[src/gaps_pkg.sv]
// Shared types, codes and tables of the grid path search core.
// No dependencies; used by gaps_ctrl, gaps_datapath and the top level.
`timescale 1ns / 1ps
`default_nettype none
package gaps_pkg;

  localparam int MAX_DIM = 64;
  localparam int DIM_W   = $clog2(MAX_DIM);
  localparam int CELLS   = MAX_DIM * MAX_DIM;
  localparam int ADDR_W  = 2 * DIM_W;
  localparam int POS_W   = 6;   // field width of a row or column
  localparam int SIZE_W  = 7;   // field width of a grid size
  localparam int COST_W  = 12;
  localparam int CFG_W   = 7;
  localparam int CFGI_W  = 3;

  localparam logic [COST_W-1:0] COST_MAX = '1;

  // register indexes
  localparam logic [CFGI_W-1:0] REG_ROWS      = 3'd0;
  localparam logic [CFGI_W-1:0] REG_COLS      = 3'd1;
  localparam logic [CFGI_W-1:0] REG_START_ROW = 3'd2;
  localparam logic [CFGI_W-1:0] REG_START_COL = 3'd3;
  localparam logic [CFGI_W-1:0] REG_GOAL_ROW  = 3'd4;
  localparam logic [CFGI_W-1:0] REG_GOAL_COL  = 3'd5;

  // input modes
  localparam logic [1:0] MODE_WRITE  = 2'd0;
  localparam logic [1:0] MODE_SEARCH = 2'd1;
  localparam logic [1:0] MODE_READ   = 2'd2;
  localparam logic [1:0] MODE_NONE   = 2'd3;

  // result status codes
  localparam logic [2:0] ST_WRITTEN = 3'd0;
  localparam logic [2:0] ST_FOUND   = 3'd1;
  localparam logic [2:0] ST_NOPATH  = 3'd2;
  localparam logic [2:0] ST_PARENT  = 3'd3;
  localparam logic [2:0] ST_INVALID = 3'd4;

  // cell marks
  localparam logic [1:0] MARK_UNSEEN = 2'd0;
  localparam logic [1:0] MARK_OPEN   = 2'd1;
  localparam logic [1:0] MARK_CLOSED = 2'd2;

  localparam logic signed [7:0] ROW_OFF [0:7] = '{0, 1, 0, -1, 1, -1, -1, 1};
  localparam logic signed [7:0] COL_OFF [0:7] = '{-1, 0, 1, 0, 1, -1, 1, -1};
  localparam logic [2:0] REV_DIR [0:7] = '{3'd2, 3'd3, 3'd0, 3'd1, 3'd5, 3'd4, 3'd7, 3'd6};

  typedef enum logic [4:0] {
    OP_IDLE, OP_CLEAR, OP_CLRMARK, OP_WRITE, OP_READ_RD, OP_READ_EV,
    OP_CHK_S, OP_CHK_G, OP_INIT, OP_BAD, OP_SCAN_INIT, OP_SCAN,
    OP_NOPATH, OP_CLOSE, OP_NB_RD, OP_NB_EV, OP_EMIT
  } gaps_op_t;

  typedef struct packed {
    gaps_op_t op;
    logic     latch;   // capture the input word
  } gaps_cmd_t;

  typedef struct packed {
    logic sweep_last;
    logic sg_ok;
    logic same;
    logic scan_done;
    logic any;
    logic nb_goal;
    logic nb_last;
    logic out_free;
  } gaps_stat_t;

  function automatic logic [ADDR_W-1:0] cell_addr(input logic [POS_W-1:0] r,
                                                  input logic [POS_W-1:0] c);
    cell_addr = ADDR_W'(int'(r) * MAX_DIM + int'(c));
  endfunction

endpackage
`default_nettype wire

[src/gaps_ctrl.sv]
// Controller state machine of the grid path search core.
// Depends on gaps_pkg; drives gaps_datapath through command words.
`timescale 1ns / 1ps
`default_nettype none
module gaps_ctrl (
  input  wire logic               clk,
  input  wire logic               rst,
  input  wire logic               in_valid,
  input  wire logic [1:0]         mode,
  input  var  gaps_pkg::gaps_stat_t stat,
  output var  gaps_pkg::gaps_cmd_t  cmd,
  output logic                    in_ready
);

  typedef enum logic [3:0] {
    S_CLEAR, S_IDLE, S_WRITE, S_READ_RD, S_READ_EV, S_CLRMARK, S_CHK_S,
    S_CHK_G, S_CHK_END, S_SCAN_INIT, S_SCAN, S_PICK, S_NB_RD, S_NB_EV, S_EMIT
  } state_t;

  state_t state, state_next;

  always_ff @(posedge clk) begin
    if (rst) state <= S_CLEAR;
    else     state <= state_next;
  end

  assign in_ready = (state == S_IDLE);

  always_comb begin
    cmd.op     = gaps_pkg::OP_IDLE;
    cmd.latch  = 1'b0;
    state_next = state;
    unique case (state)
      S_CLEAR: begin
        cmd.op = gaps_pkg::OP_CLEAR;
        if (stat.sweep_last) state_next = S_IDLE;
      end
      S_IDLE: begin
        cmd.latch = in_valid;
        if (in_valid) begin
          unique case (mode)
            gaps_pkg::MODE_WRITE:  state_next = S_WRITE;
            gaps_pkg::MODE_SEARCH: state_next = S_CLRMARK;
            gaps_pkg::MODE_READ:   state_next = S_READ_RD;
            gaps_pkg::MODE_NONE:   state_next = S_IDLE;
          endcase
        end
      end
      S_WRITE: begin
        cmd.op = gaps_pkg::OP_WRITE;
        state_next = S_EMIT;
      end
      S_READ_RD: begin
        cmd.op = gaps_pkg::OP_READ_RD;
        state_next = S_READ_EV;
      end
      S_READ_EV: begin
        cmd.op = gaps_pkg::OP_READ_EV;
        state_next = S_EMIT;
      end
      S_CLRMARK: begin
        cmd.op = gaps_pkg::OP_CLRMARK;
        if (stat.sweep_last) state_next = S_CHK_S;
      end
      S_CHK_S: begin
        cmd.op = gaps_pkg::OP_CHK_S;
        state_next = S_CHK_G;
      end
      S_CHK_G: begin
        cmd.op = gaps_pkg::OP_CHK_G;
        state_next = S_CHK_END;
      end
      S_CHK_END: begin
        if (!stat.sg_ok) begin
          cmd.op = gaps_pkg::OP_BAD;
          state_next = S_EMIT;
        end else begin
          cmd.op = gaps_pkg::OP_INIT;
          state_next = stat.same ? S_EMIT : S_SCAN_INIT;
        end
      end
      S_SCAN_INIT: begin
        cmd.op = gaps_pkg::OP_SCAN_INIT;
        state_next = S_SCAN;
      end
      S_SCAN: begin
        cmd.op = gaps_pkg::OP_SCAN;
        if (stat.scan_done) state_next = S_PICK;
      end
      S_PICK: begin
        if (!stat.any) begin
          cmd.op = gaps_pkg::OP_NOPATH;
          state_next = S_EMIT;
        end else begin
          cmd.op = gaps_pkg::OP_CLOSE;
          state_next = S_NB_RD;
        end
      end
      S_NB_RD: begin
        cmd.op = gaps_pkg::OP_NB_RD;
        state_next = S_NB_EV;
      end
      S_NB_EV: begin
        cmd.op = gaps_pkg::OP_NB_EV;
        priority if (stat.nb_goal) state_next = S_EMIT;
        else if (stat.nb_last)     state_next = S_SCAN_INIT;
        else                       state_next = S_NB_RD;
      end
      S_EMIT: begin
        if (stat.out_free) begin
          cmd.op = gaps_pkg::OP_EMIT;
          state_next = S_IDLE;
        end
      end
      default: state_next = S_CLEAR;
    endcase
  end

endmodule
`default_nettype wire

[config.mk]
export PLATFORM = sky130hd
export DESIGN_NAME = gaps_ctrl
export DESIGN_NICKNAME = d
export VERILOG_FILES = /design/src/gaps_pkg.sv /design/src/gaps_ctrl.sv
export SDC_FILE = /design/constraint.sdc
export NUM_CORES = 1
export LEC_CHECK = 0
export BUFFER_PORTS_ARGS = -buffer_cell sky130_fd_sc_hd__buf_2
export CORE_AREA = 8 8 45 47
export DETAILED_ROUTE_END_ITERATION = 16
export DIE_AREA = 0 0 53 55
export GPL_ROUTABILITY_DRIVEN = 1
export PLACE_DENSITY = 0.7
export SLEW_MARGIN = 20
export SYNTH_ARGS = -nofsm -noshare
export SYNTH_HDL_FRONTEND = slang
export SYNTH_SLANG_ARGS = --single-unit
[constraint.sdc]
create_clock -name clk -period 3.51 [get_ports clk]
set_clock_uncertainty 0.1 [all_clocks]
set_input_delay 0.1755 -clock clk [delete_from_list [all_inputs] [get_ports clk]]
set_output_delay 0.1755 -clock clk [all_outputs]
set_load 0.05 [all_outputs]
=== Yosys cells after proc, flatten, opt, wreduce, memory -nomap -nowiden ===
Index checks and enable logic that the tools add are counted.

* Logic and storage cells: 44
* Output and inout bits: 7
* Flip-flop bits (word level): 4
* Input port bits: 13

* Muxes and demuxes: 17
* Equal/unequal tests: 22
* Reductions and logical operators: 4

{| class="wikitable"
|+ Operators by type and width
! operator !! count
|-
| $pmux 5 s14 || 1
|-
| $pmux 4 s14 || 1
|-
| $eq 4x4->1 const B || 7
|-
| $mux 4 || 5
|-
| $eq 4x3->1 const B || 4
|-
| $pmux 4 s4 || 1
|-
| $mux 3 || 4
|-
| $ne 2x2->1 const B || 5
|-
| $eq 4x2->1 const B || 2
|-
| $mux 5 || 1
|-
| $reduce_and 5->1 || 1
|-
| $eq 2x2->1 const B || 2
|-
| $eq 4x1->1 const B || 1
|-
| $logic_not 4->1 || 1
|-
| $mux 1 || 3
|-
| $eq 2x1->1 const B || 1
|-
| $logic_not 2->1 || 1
|-
| $mux 2 || 1
|-
| $reduce_or 2->1 || 1
|}

=== Depth between registers and ports, before layout ===
Gate-level depths: netlist (run 1).

* Depth after elaboration: 4
* Gate-level depth with buffers: 6
* Mapped depth without buffers: 5

=== Worst setup path after synthesis (run 1) ===
OpenSTA, ideal clock, no wires.

* Kind: register to output
* Start point: register state[2]
* End point: output cmd[2] (netlist name)
* Required time: 3234 ps
* Cell stages (with the launch flop): 5
* Arrival: 1903 ps
* Slack: 1332 ps
* Buffers on the path: 2
* Path through: dfxtp_1 buf_6 buf_2 o21ai_0 a211oi_1

{| class="wikitable"
|+ RTL lines
! what !! line !! RTL
|-
| start: declaration || gaps_ctrl.sv:20 || <nowiki>state_t state, state_next;</nowiki>
|-
| start signal: assignment || gaps_ctrl.sv:24 || <nowiki>else state <= state_next;</nowiki>
|-
| end: declaration || gaps_ctrl.sv:11 || <nowiki>output var gaps_pkg::gaps_cmd_t cmd,</nowiki>
|}

==> metrics, run 1 <==
result of the run finished, final reports clean; total standard cell area after synthesis 505.5 um2; crit share post-route 0.5718; floorplan die height about 55 um; Syn Inst Count 74; Crit Path Max Fanout 15; Synthesized Nets 87; endpoint arrival time on the critical path ~1700 ps; global route overflow 0; Pint 198.1 uW; H-Tree Depth 1; vias in the first global route 549; CTS-repair resized insts 0; power per standard cell area 768.6 nW/um2; Met2 Wirelength about 670 um; number of CTS-inserted buffers 3; part of the power in registers 0.236; Highest Signal Layer met3; net switching fraction of the power 0.5770; number of remaining DRC errors 0; biggest registers after layout state: 4 flops; I/O pin count 20; hold depth 2; gr usage total 0.1015; RSZ-0062 raised after global routing false; P_sw 270.2 uW; fraction of final layout cells with drive strength greater than 1 0.3297; leakage power 0.2620 nW; Post-layout nets 106; number of buffers inserted by post-CTS setup repair 0; drt via density 5.654; FF+latch area 80.08 um2; upper clock frequency limit 498.3 MHz; detailed-route wire length on metal 1 646 um; CP required about 3200 ps; Layout fillers 169; Buffers on Ports 19; first-pass GRT wire length 2304 um; Area Growth Syn to Fin 20.54%; class of the most critical hold timing path in2reg; max-capacitance violation count 0; count of state elements after synthesis 4; remaining max-slew budget at the tightest pin 0.5695; number of sinks handled by clock tree synthesis 4; area of the multi-input gates 365.4 um2; total number of vias 605; Clock Latency Late Sink 230 ps; post-route standard cell area excluding fillers 609.3 um2; initial core utilization 0.3653; number of hold violations in the final report 0; detailed placer's ending HPWL 1111 um; type of origin of the critical path register; Worst VDD drop 253.3 uV; synthesized area divided by synthesized cell count ~6.8 um2; fraction of power consumed by combinational cells 0.646; Iteration-0 DRC Markers 4; min cycle time layout around 2000 ps; Final setup viols 0; # rows 14; total core area 1384 um2; final RePlAce weighted congestion 0.8334; fin. max-slew vios 0; clock transition at the register clock pins on the worst setup and hold paths after CTS roughly 40 ps; antenna violations before repair 0; Critical Path End Type primary output; reg-to-reg slack, setup 1770 ps; clock tree from TritonCTS done; count of antenna-violating nets left after detailed routing 0; proportion of power drawn by the clock network 0.118; met3 wire length 102 um; pin count of the biggest net entering global routing 20; leading cell type in the layout, fill and taps excluded buf_2; count of yosys warnings during synthesis 0; Biggest register state; CTS Root Cell clkbuf_4; count of inserted antenna diode cells 0; placed instance area slightly below 600 um2; flip-flop count of the largest register after layout 4; TritonRoute pass-1 iters 4; width of the die 53 um; DIE AREA 2915 um2; cells on worst reg2reg path 4; commonest cells after routing, fill and taps aside buf_2 (19), a21oi_1 (8), nor2_1 (6), nand2_1 (6); Setup Total Neg Slack 0 ps; number of distinct library cell variants in the gate-level netlist after synthesis 32; CTS hold repair buffers 0; total wirelength of the detailed-routed design 1418 um; transition at the pin with the smallest max-transition slack 644.9 ps; wire per inst 13.25 um; buffers from clock root to sink, at most 2; class of the most critical setup path reg2out; part of the Yosys area used for sequential elements 0.1584
[routing by layer]
metal / global-route usage / up-vias
met5: 0 / -
met4: 0.02586 / 0
met3: 0.05080 / 0
met2: 0.1641 / 14
met1: 0.1167 / 276
li1: - / 315
[final cells by class]
| class | count | share of cell area |
|---|---|---|
| repair buffers | 19 | 0.1561 |
| clock buffers | 3 | 0.03696 |
| inverters | 7 | 0.04312 |
| flip-flops and latches | 4 | 0.1314 |
| well taps | 16 | 0.03285 |
| multi-input cells | 58 | 0.5996 |
[metrics by stage]
step / power, mW / setup WS, ps / std cells / util / hold WS (ps)
global placement: 0.4110 / 1748 / 104 / 0.4241 / 327.0
CTS: 0.4719 / 1510 / 107 / 0.4403 / 76.50
floorplan: 0.3582 / 1332 / 74 / - / 144.6
finish: 0.4683 / 1503 / 107 / 0.4403 / 94.91
detailed placement: 0.4136 / 1766 / 104 / 0.4241 / 325.1
global route: 0.5068 / 1317 / 107 / 0.4403 / 76.38
[power by group through the flow]
stage | clock network (mW) | logic (mW) | registers (mW)
after floorplan | 0 | 0.287 | 0.0710
after global placement | 0 | 0.301 | 0.110
after detailed placement | 0 | 0.304 | 0.110
after CTS | 0.0581 | 0.304 | 0.110
after global routing | 0.0644 | 0.329 | 0.114
final | 0.0552 | 0.303 | 0.110
[critical path: stages (launching register included)]
cell	delay, ps
dfxtp_1	640
inv_2	160
nand2_1	120
a21oi_1	50
a211oi_1	240
buf_2	300
[path summary, 6_finish.rpt]
path | startpoint | to
max | state[0]$_SDFFE_PP0P_ | cmd[2]
min | rst | state[3]$_SDFFE_PP0P_
max reg2reg | state[2]$_SDFFE_PP0P_ | state[2]$_SDFFE_PP0P_
min reg2reg | state[1]$_SDFFE_PP0P_ | state[3]$_SDFFE_PP0P_
[logic make-up after synthesis]
kind of cell / Yosys count / synth area share
DFF: 4 / 0.1584
AOI/OAI and AO/OA: 32 / 0.4159
buffers and inverters: 12 / 0.1188
and+or+nand+nor: 25 / 0.2772
muxes: 1 / 0.02969
[cells in the mapped netlist]
cell type / n / area [um2]
a21oi_1: 8 / 40.04
nand2_1: 6 / 22.52
nor2_1: 6 / 22.52
a31oi_1: 4 / 25.02
dfxtp_1: 4 / 80.08
inv_2: 4 / 15.01
o21ai_0: 4 / 20.02
buf_2: 3 / 15.01
inv_1: 3 / 11.26
nor3_1: 3 / 15.01
o22ai_1: 3 / 18.77
a211oi_1: 2 / 15.01
and2b_1: 2 / 15.01
nand3_1: 2 / 10.01
o21ai_1: 2 / 10.01
o32ai_1: 2 / 17.52
a211o_1: 1 / 8.760
and2_1: 1 / 6.260
buf_4: 1 / 7.510
buf_6: 1 / 11.26
mux2_4: 1 / 15.01
nand2b_1: 1 / 6.260
nand2b_4: 1 / 13.76
nand3b_1: 1 / 7.510
nand4b_2: 1 / 15.01
nor2b_1: 1 / 6.260
o2111ai_1: 1 / 8.760
o211ai_1: 1 / 7.510
o21bai_1: 1 / 7.510
o221ai_1: 1 / 8.760
o221ai_2: 1 / 15.01
o31ai_1: 1 / 7.510
Power figures use the tool's default switching activity.
==> run 2, diff against run 1 <==
clock period = 1.9 ns   (was 3.51 ns; I/O delays follow)
==> run 2 against run 1 <==
  * Worst setup slack got worse by 1400 ps
  * Critical path type unchanged
  * Utilization increased by 3.6 points
  * First-iteration DRC count increased by 130%
  * Non-clock buffer count increased by 5
  * Largest power group unchanged
==> metrics, run 2 (same netlist as run 1, synthesis figures left out) <==
total wirelength of the detailed-routed design 1546 um (+9.0%); TritonRoute pass-1 iters 4 (unchanged); net switching fraction of the power 0.5655 (-0.01148); class of the most critical hold timing path in2reg; buffers from clock root to sink, at most 2 (unchanged); fraction of final layout cells with drive strength greater than 1 0.3958 (+0.06616); end-of-flow core utilization 0.4765 (+0.03617); biggest registers after layout state: 4 flops; # rows 14 (unchanged); CP required 1700 ps (-1530 ps); leakage power 0.2903 nW (+11%); total core area 1384 um2 (unchanged); I/O pin count 20 (unchanged); clock transition at the register clock pins on the worst setup and hold paths after CTS 40 ps (about the same); fraction of power consumed by combinational cells 0.707 (+0.061); type of origin of the critical path register; number of remaining DRC errors 0 (unchanged); Max stage delay cell, worst path dfxtp_1; count of antenna-violating nets left after detailed routing 0 (unchanged); flip-flop count of the largest register after layout 4 (unchanged); antenna violations before repair 0 (unchanged); DIE AREA 2915 um2 (unchanged); highest cell delay on the worst timing path 530 ps (-110 ps); CTS Root Cell clkbuf_4; floorplan die height 55 um (unchanged); initial core utilization 0.3653 (unchanged); fin. max-slew vios 0 (unchanged); Setup Total Neg Slack 0 ps (unchanged); Post-layout nets 111 (+4.7%); count of inserted antenna diode cells 0 (unchanged); cells along the critical path inv_2 > nand2_1 > a21oi_1 > a211oi_2 > buf_2; Clock Latency Late Sink 240 ps (about the same); global route overflow 0 (unchanged); transition at the pin with the smallest max-transition slack 365.3 ps (-279.6 ps); H-Tree Depth 1 (unchanged); Iteration-0 DRC Markers 9 (+5); vias in the first global route 594 (+8.2%); power per standard cell area 1425 nW/um2 (+85%); Critical Path End Type primary output; upper clock frequency limit 570.4 MHz; crit share post-route 0.9227; Crit Path Max Fanout 8 (-7); max-capacitance violation count 0 (unchanged); Pint 408.1 uW (+110%); result of the run finished, final reports clean; post-route standard cell area excluding fillers 659.4 um2 (+8.2%); endpoint arrival time on the critical path 1560 ps (-170 ps); pin count of the biggest net entering global routing 15 (-25%); CTS hold repair buffers 0 (unchanged); class of the most critical setup path reg2out; detailed placer's ending HPWL 1268 um (+14%); Biggest register state; PnR Total Power 939.3 uW (+100%); proportion of power drawn by the clock network 0.118 (about the same); number of buffers inserted by post-CTS setup repair 0 (unchanged); worst slack at placement 370.1 ps (-1396 ps); remaining max-slew budget at the tightest pin 0.7561 (+0.1867); RSZ-0062 raised after global routing false; commonest cells after routing, fill and taps aside buf_2 (19), a21oi_1 (8), nand2_1 (6); Buffers on Ports 19 (unchanged); CTS-repair resized insts 0 (unchanged); drt via density 5.616 (-0.67%); Area Growth Syn to Fin 30.45%; P_sw 531.2 uW (+97%); wire per inst 13.80 um (+4.2%); gr usage total 0.1125 (+0.01098); leading cell type in the layout, fill and taps excluded buf_2; total number of vias 629 (+4.0%); number of hold violations in the final report 0 (unchanged); part of the power in registers 0.175 (-0.061); Final setup viols 0 (unchanged); min cycle time layout ~1800 ps; final RePlAce weighted congestion 0.8963 (+7.5%); width of the die 53 um (unchanged); slack of the critical path 146.9 ps (-1356 ps); number of sinks handled by clock tree synthesis 4 (unchanged); number of CTS-inserted buffers 3 (unchanged); placed instance area 636.9 um2 (+8.5%); first-pass GRT wire length 2484 um (+7.8%); clock tree from TritonCTS done; Worst VDD drop 637.2 uV (+150%)
## run 2: worst paths after layout
check / from / endpoint / slack [ps] / depth (start not counted)
worst max-delay path: state[0]$_SDFFE_PP0P_ / cmd[2] / 150 / 5
worst min-delay path: rst / state[3]$_SDFFE_PP0P_ / 20 / 2
worst max register to register: state[1]$_SDFFE_PP0P_ / state[2]$_SDFFE_PP0P_ / 320 / 6
worst min register to register: state[2]$_SDFFE_PP0P_ / state[0]$_SDFFE_PP0P_ / 590 / 2
## run 2: stage by stage
step / hold slack, ps / cells
floorplan: 64.07 / 74
global placement: 250.8 / 109
detailed placement: 255.7 / 109
CTS: 7.353 / 112
global route: 6.947 / 112
finish: 22.35 / 112
## run 2: worst max-delay path: cells and delay by family (launching register included)
family | cells | cell delay [ps]
flops | 1 | 530
buf+inv | 2 | 430
compound gates | 2 | 240
simple gates | 1 | 120
## run 2: layout make-up
class,instances,area (um2)
timing repair buffer,24,132.6
fill,152,724.4
multi-input combinational,58,377.9
tap,16,20.02
sequential,4,80.08
clock buffer,3,22.52
inverter,7,26.28
## run 2: metal layers
metal / vias up / track usage / routed length (um)
li1: 325 / - / -
met1: 276 / 0.1229 / 686
met2: 28 / 0.1836 / 684
met3: 0 / 0.05882 / 174
met4: 0 / 0.03879 / 0
met5: - / 0 / 0
## run 2: power groups by stage
stage / registers (mW) / clock network (mW) / logic, mW
after CTS: 0.163 / 0.112 / 0.666
after global routing: 0.170 / 0.124 / 0.713
after detailed placement: 0.164 / 0 / 0.665
after global placement: 0.165 / 0 / 0.663
final: 0.165 / 0.110 / 0.664
after floorplan: 0.131 / 0 / 0.549
==> run 3, diff against run 2 <==
CORE_AREA = 4 4 41 43   (was 8 8 45 47)
DIE_AREA = 0 0 45 47   (was 0 0 53 55)
==> run 3 against run 2 <==
  * Flip-flop and latch count is the same
  * Largest power group unchanged
  * Maximum frequency grew 1.2%
  * Highest routed layer unchanged
  * Sequential share of layout area is essentially flat
  * Wire length shrank 10%
  * Global-route usage grew 3.7 points
  * Critical path depth is the same
  * First-iteration DRC count grew 22%
  * Largest cell class unchanged
  * Worst hold slack gained 99 ps
  * Worst setup slack gained 20 ps
  * Sequential power grew 7%
  * Die area shrank 27%
==> metrics, run 3 (same netlist as run 1, synthesis figures left out) <==
result of the run finished, final reports clean; total core area 1301 um2 (-6.0%); commonest cells after routing, fill and taps aside buf_2 (19), a21oi_1 (8), nand2_1 (6); antenna violations before repair 0 (unchanged); gr usage total 0.1493 (+0.03678); biggest registers after layout state: 4 flops; endpoint arrival time on the critical path 1540 ps (-20 ps); flip-flop count of the largest register after layout 4 (unchanged); family with the most delay on the worst path flip-flops; CTS Root Cell clkbuf_4; highest cell delay on the worst timing path 510 ps (-20 ps); detailed placer's ending HPWL 1136 um (-10%); min cycle time layout 1733 ps (-20.04 ps); Critical Path End Type primary output; number of CTS-inserted buffers 3 (unchanged); Final setup viols 0 (unchanged); Clock Latency Late Sink 230 ps (about the same); buffers from clock root to sink, at most 2 (unchanged); I/O pin count 20 (unchanged); Post-layout nets 112 (+0.90%); vias in the first global route 576 (-3.0%); max-capacitance violation count 0 (unchanged); clock transition at the register clock pins on the worst setup and hold paths after CTS 40 ps (about the same); Area Growth Syn to Fin 32.43%; Crit Path Max Fanout 9 (+1); wire per inst 12.43 um (-10%); width of the die 45 um (-15%); TritonRoute pass-1 iters 4 (unchanged); fin. max-slew vios 0 (unchanged); Worst VDD drop 606.7 uV (-4.8%); final RePlAce weighted congestion 0.8522 (-4.9%); detailed-route wire length on metal 1 590 um (-14%); CP required 1700 ps (about the same); number of hold violations in the final report 0 (unchanged); Biggest register state; leakage power 0.2949 nW (+1.6%); placed instance area 635.6 um2 (-0.20%); floorplan die height 47 um (-15%); power per standard cell area 1386 nW/um2 (-2.7%); drt via density 5.777 (+2.9%); fraction of final layout cells with drive strength greater than 1 0.4021 (+0.006229); transition at the pin with the smallest max-transition slack 331.5 ps (-33.76 ps); remaining max-slew budget at the tightest pin 0.7782 (+0.02202); Layout fillers 147 (-3.3%); Max stage delay cell, worst path dfxtp_1; Highest Signal Layer met3; count of antenna-violating nets left after detailed routing 0 (unchanged); met3 wire length 125 um (-28%); H-Tree Depth 1 (unchanged); type of origin of the critical path register; leading cell type in the layout, fill and taps excluded buf_2; clock tree from TritonCTS done; global route overflow 0 (unchanged); pin count of the biggest net entering global routing 14 (-1); Met2 Wirelength 676 um (-1.2%); Iteration-0 DRC Markers 11 (+2); crit share post-route 0.9121 (-0.01055); total wirelength of the detailed-routed design 1392 um (-10%); class of the most critical setup path reg2out; number of remaining DRC errors 0 (unchanged); RSZ-0062 raised after global routing false; DIE AREA 2115 um2 (-27%); cells along the critical path buf_4 > a21oi_1 > a31oi_1 > o221ai_1 > buf_2; # rows 13 (-1); number of sinks handled by clock tree synthesis 4 (unchanged); Buffers on Ports 19 (unchanged); Setup Total Neg Slack 0 ps (unchanged); upper clock frequency limit 577.0 MHz (+1.2%); initial core utilization 0.3885 (+0.02318); first-pass GRT wire length 2373 um (-4.5%); CP bufs+invs 2 (unchanged); total number of vias 647 (+2.9%); class of the most critical hold timing path in2reg; post-route standard cell area excluding fillers 669.4 um2 (+1.5%); count of inserted antenna diode cells 0 (unchanged)
==> run 3: final timing paths <==
kind	from	end	slack, ps	cells past startpoint
setup reg to reg	state[1]$_SDFFE_PP0P_	state[1]$_SDFFE_PP0P_	370	5
hold reg to reg	state[2]$_SDFFE_PP0P_	state[2]$_SDFFE_PP0P_	470	2
hold / removal	stat[7]	state[0]$_SDFFE_PP0P_	120	3
setup / recovery	state[0]$_SDFFE_PP0P_	cmd[1]	170	5
==> run 3: worst reg2reg max path, cell delays in order, from the launching register on <==
cell	delay, ps
dfxtp_1	490
and2b_1	260
a31oi_1	180
o22ai_1	130
a31oi_1	170
o22ai_1	80
==> run 3: metrics by stage <==
step           std cells  utilization  total power, mW  setup slack (ps)  hold slack, ps
6_report             112       0.5144           0.9279             166.9           121.2
5_1_grt              112       0.5144            1.004             50.61           121.1
4_1_cts              112       0.5135           0.9369             49.17           115.8
3_5_place_dp         108       0.4885           0.8244             270.9           245.9
3_3_place_gp         108       0.4885           0.8194             335.6           238.6
2_1_floorplan         74            -           0.6804             84.04           64.07
==> run 3: where the power goes <==
group          switching (mW)  internal [mW]
Combinational           0.421          0.228
Sequential             0.0649          0.111
Clock                  0.0332         0.0706
==> run 3: routing by layer <==
metal	vias to the layer above	global-route usage
met1	287	0.1886
met4	0	0
li1	323	-
met3	0	0.04981
met2	37	0.2627
met5	-	0
==> run 3: final cells by class <==
| cell class | instances | area (um2) | area share |
|---|---|---|---|
| well taps | 15 | 18.77 | 0.02804 |
| flip-flops and latches | 4 | 81.33 | 0.1215 |
| multi-input cells | 58 | 377.9 | 0.5645 |
| inverters | 7 | 26.28 | 0.03925 |
| repair buffers | 25 | 142.6 | 0.2131 |
| clock buffers | 3 | 22.52 | 0.03364 |
==> run 3: what timing repair did <==
item / 4_1_cts / 5_1_grt
hold buffers: 1 / 0
setup endpoints to repair: 0 / 1
setup buffers: 0 / 0
gates resized for setup: 0 / 1
hold endpoints to repair: 1 / 0
